[src/second_chance_page_replacer_assert.svh]
// Assertion macros used by the page replacer RTL.
// They are empty when SYNTHESIS is defined.
`ifndef SECOND_CHANCE_PAGE_REPLACER_ASSERT_SVH
`define SECOND_CHANCE_PAGE_REPLACER_ASSERT_SVH
`ifndef SYNTHESIS
`define SCPR_ASSERT(label, prop) \
	label: assert property (@(posedge clk) disable iff (!arst_n) (prop)) \
		else $error("page replacer assertion failed");
`define SCPR_ASSERT_NEXT(label, ante, cons) \
	label: assert property (@(posedge clk) disable iff (!arst_n) (ante) |=> (cons)) \
		else $error("page replacer assertion failed");
`else
`define SCPR_ASSERT(label, prop)
`define SCPR_ASSERT_NEXT(label, ante, cons)
`endif
`endif

[src/scpr_pkg.sv]
// ----------------------------------------------------------------------------
// scpr_pkg
// Constants, types and helpers of the second-chance page replacer.
// ----------------------------------------------------------------------------
`timescale 1ns / 1ps
`default_nettype none

package scpr_pkg;

	localparam int FRAME_COUNT = 4;
	localparam int PAGE_BITS   = 16;
	localparam int FRAME_BITS  = (FRAME_COUNT > 1) ? $clog2(FRAME_COUNT) : 1;
	localparam int PORT_PAGE_W = 16;
	localparam int PORT_FRAME_W = 2;

	typedef logic [PAGE_BITS-1:0]  tag_t;
	typedef logic [FRAME_BITS-1:0] frame_t;

	typedef enum logic [1:0] {
		ST_IDLE,
		ST_LOOKUP,
		ST_SWEEP,
		ST_EVICT
	} state_t;

	localparam frame_t LAST_FRAME = FRAME_BITS'(FRAME_COUNT - 1);

	function automatic frame_t next_frame(input frame_t f);
		frame_t r;
		if (f == LAST_FRAME) begin
			r = '0;
		end else begin
			r = f + frame_t'(1);
		end
		return r;
	endfunction

endpackage

`default_nettype wire

[src/second_chance_page_replacer.sv]
// ----------------------------------------------------------------------------
// second_chance_page_replacer
// Clock (second-chance) page replacement over a small frame table.
// ----------------------------------------------------------------------------
// A page reference word is taken on page_number at a clock edge where start
// is high and busy is low. One result word follows, shown for a single cycle
// with done high: hit, frame_index, evicted_valid and evicted_page. The
// receiver cannot hold it off, and busy stays high until done is shown, so
// the next word may be started in the cycle that shows done.
// The page tags live in a synchronous memory with one read port, read one
// frame a cycle; the valid and reference bits sit in flip-flops.
// A lookup reads the tags frame by frame from frame 0 and ends on the first
// valid match. A miss reads every frame; then the hand steps on one frame
// at a time (1 to FRAME_COUNT + 1 frames, the last of which reads the victim
// tag), the new tag is written and done is shown.
// The tag lookup and the hand sweep set how long a word takes to finish.
// Reset clears all valid and reference bits and parks the hand on the last
// frame; no clearing pass is needed, as a tag is only read when valid.
// ----------------------------------------------------------------------------
`timescale 1ns / 1ps
`default_nettype none
`include "second_chance_page_replacer_assert.svh"

module second_chance_page_replacer
	import scpr_pkg::*;
(
	input  wire logic                    clk,
	input  wire logic                    arst_n,
	input  wire logic                    start,
	output logic                         busy,
	input  wire logic [PORT_PAGE_W-1:0]  page_number,
	output logic                         done,
	output logic                         hit,
	output logic [PORT_FRAME_W-1:0]      frame_index,
	output logic                         evicted_valid,
	output logic [PORT_PAGE_W-1:0]       evicted_page
);

	tag_t   tag_mem [FRAME_COUNT];
	tag_t   rdata_s1;

	state_t state_q, state_d;
	tag_t   page_q;
	frame_t idx_q;
	frame_t hand_q;
	logic [FRAME_COUNT-1:0] valid_q;
	logic [FRAME_COUNT-1:0] ref_q;

	logic   done_q, hit_q, ev_valid_q;
	frame_t frame_q;
	logic [PORT_PAGE_W-1:0] ev_page_q;

	logic   rd_en, wr_en;
	frame_t rd_addr;
	logic   accept, tag_match;
	frame_t cand;

	assign accept    = start && (state_q == ST_IDLE);
	assign tag_match = valid_q[idx_q] && (rdata_s1 == page_q);
	assign cand      = next_frame(hand_q);

	// Next state.
	always_comb begin
		state_d = state_q;
		case (state_q)
			ST_IDLE: begin
				if (start) state_d = ST_LOOKUP;
			end
			ST_LOOKUP: begin
				if (tag_match) state_d = ST_IDLE;
				else if (idx_q == LAST_FRAME) state_d = ST_SWEEP;
			end
			ST_SWEEP: begin
				if (!ref_q[cand]) state_d = ST_EVICT;
			end
			ST_EVICT: begin
				state_d = ST_IDLE;
			end
			default: state_d = ST_IDLE;
		endcase
	end

	// Memory port control.
	always_comb begin
		rd_en   = 1'b0;
		rd_addr = '0;
		wr_en   = 1'b0;
		case (state_q)
			ST_IDLE: begin
				rd_en = start;
			end
			ST_LOOKUP: begin
				rd_en   = !tag_match && (idx_q != LAST_FRAME);
				rd_addr = idx_q + frame_t'(1);
			end
			ST_SWEEP: begin
				rd_en   = !ref_q[cand];
				rd_addr = cand;
			end
			ST_EVICT: begin
				wr_en = 1'b1;
			end
			default: begin
				rd_en = 1'b0;
			end
		endcase
	end

	always_ff @(posedge clk) begin
		if (rd_en) rdata_s1 <= tag_mem[rd_addr];
		if (wr_en) tag_mem[hand_q] <= page_q;
	end

	always_ff @(posedge clk or negedge arst_n) begin
		if (!arst_n) begin
			state_q <= ST_IDLE;
			idx_q   <= '0;
			hand_q  <= LAST_FRAME;
			valid_q <= '0;
			ref_q   <= '0;
			done_q  <= 1'b0;
		end else begin
			state_q <= state_d;
			done_q  <= 1'b0;
			case (state_q)
				ST_IDLE: begin
					idx_q <= '0;
				end
				ST_LOOKUP: begin
					if (tag_match) begin
						ref_q[idx_q] <= 1'b1;
						done_q       <= 1'b1;
					end else begin
						idx_q <= idx_q + frame_t'(1);
					end
				end
				ST_SWEEP: begin
					// A frame with its bit set gets a second chance and is passed over.
					hand_q <= cand;
					if (ref_q[cand]) ref_q[cand] <= 1'b0;
				end
				ST_EVICT: begin
					valid_q[hand_q] <= 1'b1;
					ref_q[hand_q]   <= 1'b1;
					done_q          <= 1'b1;
				end
				default: begin
					idx_q <= '0;
				end
			endcase
		end
	end

	// Result payload.
	always_ff @(posedge clk) begin
		if (accept) page_q <= PAGE_BITS'(page_number);
		if (state_q == ST_LOOKUP && tag_match) begin
			hit_q      <= 1'b1;
			frame_q    <= idx_q;
			ev_valid_q <= 1'b0;
			ev_page_q  <= '0;
		end else if (state_q == ST_EVICT) begin
			hit_q      <= 1'b0;
			frame_q    <= hand_q;
			ev_valid_q <= valid_q[hand_q];
			ev_page_q  <= valid_q[hand_q] ? PORT_PAGE_W'(rdata_s1) : '0;
		end
	end

	assign busy          = (state_q != ST_IDLE);
	assign done          = done_q;
	assign hit           = hit_q;
	assign frame_index   = PORT_FRAME_W'(frame_q);
	assign evicted_valid = ev_valid_q;
	assign evicted_page  = ev_page_q;

	`SCPR_ASSERT_NEXT(a_no_done_after_accept, accept, !done_q)
	`SCPR_ASSERT(a_frame_resident, !done_q || (valid_q[frame_q] && ref_q[frame_q]))
	`SCPR_ASSERT(a_hit_no_evict, !(done_q && hit_q) || (!ev_valid_q && ev_page_q == '0))
	`SCPR_ASSERT_NEXT(a_evict_writes, state_q == ST_EVICT, done_q && !hit_q && state_q == ST_IDLE)

endmodule

`default_nettype wire

[config.mk]
export PLATFORM = sky130hd
export DESIGN_NAME = second_chance_page_replacer
export DESIGN_NICKNAME = d
export VERILOG_FILES = /design/src/scpr_pkg.sv /design/src/second_chance_page_replacer.sv
export VERILOG_INCLUDE_DIRS = /design/src /design/src/src
export SDC_FILE = /design/constraint.sdc
export NUM_CORES = 1
export LEC_CHECK = 0
export BUFFER_PORTS_ARGS = -buffer_cell sky130_fd_sc_hd__buf_2
export CAP_MARGIN = 20
export CORE_AREA = 2 2 125 78
export CTS_CLUSTER_DIAMETER = 60
export DETAILED_ROUTE_END_ITERATION = 12
export DIE_AREA = 0 0 127 80
export HOLD_SLACK_MARGIN = 0.1
export PLACE_DENSITY = 0.84
export SETUP_SLACK_MARGIN = 0.15
export SLEW_MARGIN = 30
export SYNTH_ARGS = -nofsm -noshare
export SYNTH_HDL_FRONTEND = slang
export SYNTH_SLANG_ARGS = --single-unit
[constraint.sdc]
create_clock -name clk -period 8.3 [get_ports clk]
set_input_delay 2.075 -clock clk [delete_from_list [all_inputs] [get_ports clk]]
set_output_delay 2.075 -clock clk [all_outputs]
set_load 0.1 [all_outputs]
==> run_results.csv <==
group,metric,value,unit
finish,syn2layout_area_growth,17.3,%
pwr,finalPower,2.72,mW
global_routing,grt_pass1_wl,18.3,mm
sta,fmax,252,MHz
sta,drv_slew,0,
setup_path,crit_start,"state_q[0]$_DFFE_PN0P_",
setup_path,worstPathRequired,6.23,ns
hold_path,worstHoldStart,"hit$_SDFFE_PP1P_",
cts,cts_tree,"yes",
synth,syn_avg_cell_area,13.8,µm²
sta,fin_tns_setup,0,ns
setup_path,cpMaxStageDelayCell,"dfrtp_1",
synth,yosysTopAreaCell,"edfxtp_1",
sta,clock_skew,0.00853,ns
global_routing,grt_max_degree,26,
pwr,power_density,438,nW/µm²
synth,ys.flop_type,"edfxtp_1",
hold_path,hold_path.class,"reg2reg",
setup_path,cp.arrival,1.90,ns
cts,cts_root_buf,"clkbuf_16",
synth,ys_types,44,
setup_path,path_max_fanout,6,
pwr,switchingPower,1.14,mW
run,max-cap-violations,0,
global_routing,overflow,0,
synth,netlist.area_leader.share,0.556,
drt,drc,0,
synth,synth-async-reset-ratio,0.115,
setup_path,reg2regPathDepth,7,
sta,rsz0062_at_grt,"no",
sta,holdWs,0.455,ns
cts,cts-htree-levels,4,
drt,vias,3499,
floorplanning,dieArea,10200,µm²
finish,drive_above_1_share,0.244,
synth,synth-seq-area-share,0.695,
setup_path,r2r_setup_slack,5.19,ns
floorplanning,placement_rows,27,
pwr,internal-power,1.58,mW
synth,synth_area,5290,µm²
placement,io_buffers,40,
pwr,switching_share,0.418,
drt,drt_pass1_iterations,8,
finish,nets,465,
pwr,clkPwrFrac,0.269,
pwr,leakage,2.29,nW
global_routing,grt_pass1_vias,3375,
placement,place_inst,531,
setup_path,worstSetupEndpoint,"busy",
drt,vias_per_cell,6.21,
setup_path,critPathMostFrequentCell,"inv_1",
synth,synth-edff-count,98,
placement,post-dp-hpwl,7.17,mm
pwr,seqPwrFrac,0.375,
pwr,p_comb_frac,0.356,
drt,ant_nets,0,
drt,drt_wl_total,11.8,mm
floorplanning,die_width,127,µm
cts,cts_setup_buffers,0,
setup_path,slowest_delay,0.45,ns
placement,finalWeightedCongestion,0.864,
setup_path,cp-start-kind,"flip-flop",
setup_path,crit_family,"buffers and inverters",
setup_path,path_depth,4,
floorplanning,io_pins,41,
synth,yosys_warnings,0,
drt,drt-initial-drc-count,493,
finish,antenna_cells,0,
synth,yosysMostFrequentCell,"edfxtp_1",
drt,wl_per_cell,20.9,µm
synth,syn_nets,415,
synth,syn_inst,384,
floorplanning,start_util,0.589,
global_routing,grtUsageTotal,0.250,
setup_path,path_buf_inv,3,
global_routing,antenna_found_initial,0,
sta,fin_crit_sh,0.479,
synth,synthTopCellsByArea,"edfxtp_1, dfxtp_1, dfrtp_1",
sta,fin_crit,3.97,ns
sta,setup_viol,0,
cts,cts_hold_buffers,0,
setup_path,worstSetupPathType,"reg2out",
finish,fin_cells,563,
sta,slew_headroom,0.406,
setup_path,worstSetupEndpointType,"output port",
synth,netlist_top_cells_count,"edfxtp_1, nand2_1, nand3_1",
sta,hold_violations,0,
setup_path,rr_startpoint,"state_q[0]$_DFFE_PN0P_",
cts,numCtsBuffers,17,
cts,cts_sinks,131,
floorplanning,coreArea,8990,µm²
cts,insertion_delay,0.42,ns
cts,clk_pin_slew,0.06,ns
cts,cts_max_path_buffers,2,
setup_path,path_cells,"inv_1 -> ha_1 -> inv_1 -> buf_2",
pwr,peakVddDrop,0.000254,V
run_status,status,"complete, no violations",
sta,tightestPinTransition,0.889,ns
setup_path,r2r_end,"rdata_s1[0]$_DFFE_PP_",
floorplanning,die_h,80,µm
synth,synth_seq_cells,131,
cts,post_cts_resized,0,
kinds of logic after synthesis:
group / after synthesis / share of synthesized area
flip-flops: 131 / 0.695
AND/OR/NAND/NOR: 105 / 0.0934
AO/OA/AOI/OAI: 84 / 0.113
buffers and inverters: 30 / 0.0251
XOR/XNOR: 16 / 0.0265
adder cells (fa/ha/maj): 12 / 0.0284
multiplexers: 6 / 0.0187
registers in the layout, summed over array words and instances, names as in the netlist, named ones only:
signal / count
tag_mem: 64
evicted_page: 16
page_q: 16
rdata_s1: 16
ref_q: 4
valid_q: 4
frame_index: 2
hand_q: 2
idx_q: 2
done: 1
evicted_valid: 1
hit: 1
state_q: 1
worst register-to-register path, stage by stage, from the launching register on:
cell,delay (ns)
dfrtp_1,0.45
inv_1,0.15
ha_1,0.39
or3b_4,0.47
a21boi_4,0.58
nand3_4,0.39
o22ai_1,0.32
a31oi_1,0.08
layout make-up:
| cell class | count | area (µm²) |
|---|---|---|
| fill | 594 | 2770 |
| clock buffer | 17 | 425 |
| timing repair buffer | 47 | 256 |
| multi-input combinational | 223 | 1490 |
| sequential | 131 | 3680 |
| clock inverter | 15 | 163 |
| inverter | 14 | 52.6 |
| tap | 116 | 145 |
how the worst min path moves through the flow:
stage / end / slack [ns] / cells past startpoint
final: hit$_SDFFE_PP1P_ / 0.45 / 1
after global placement: hit$_SDFFE_PP1P_ / 0.44 / 1
after CTS: hit$_SDFFE_PP1P_ / 0.46 / 1
after global routing: hit$_SDFFE_PP1P_ / 0.47 / 1
after detailed placement: hit$_SDFFE_PP1P_ / 0.44 / 1
after floorplan: valid_q[2]$_DFFE_PN0P_ / 0.45 / 1
through the flow:
stage / util / setup WS, ns / area (µm²)
floorplan: - / 4.76 / 5290
global route: 0.691 / 4.28 / 6210
CTS: 0.691 / 4.37 / 6210
detailed placement: 0.625 / 4.30 / 5620
finish: 0.691 / 4.33 / 6210
global placement: 0.624 / 4.38 / 5610
power groups by stage:
| stage | Combinational, mW | Clock [mW] | Sequential [mW] |
|---|---|---|---|
| after floorplan | 0.445 | 0 | 1.32 |
| after global placement | 0.924 | 0 | 1.02 |
| after detailed placement | 0.952 | 0 | 1.03 |
| after CTS | 0.964 | 0.742 | 1.02 |
| after global routing | 1.03 | 0.767 | 1.04 |
| final | 0.970 | 0.732 | 1.02 |
layout by cell type (no fill, tap or decap), types with 2 or more instances in the layout:
master	netlist	layout
ha_1	12	11
dfxtp_1	18	18
inv_6	0	8
mux2i_1	2	2
buf_2	4	40
o22ai_2	10	10
nor2_1	6	6
clkinvlp_4	0	2
nand3_1	19	19
clkbuf_16	0	17
o22ai_1	6	6
edfxtp_1	98	98
buf_4	2	6
or2_2	6	6
inv_8	0	2
inv_1	14	14
xor2_1	16	16
a31oi_1	18	18
dfrtp_1	13	13
mux4_2	3	3
a21oi_1	17	17
nand2_1	58	58
nor4_1	4	4
nor2b_1	4	4
o211ai_1	9	9
dfstp_2	2	2
o21ai_0	15	15
metal layers:
| layer | track usage | vias up | wire length [µm] |
|---|---|---|---|
| li1 | - | 1538 | - |
| met1 | 0.350 | 1732 | 5130 |
| met2 | 0.375 | 201 | 5440 |
| met3 | 0.0824 | 28 | 1020 |
| met4 | 0.0780 | 0 | 185 |
| met5 | 0 | - | 0 |
(Power assumes the default switching activity.)
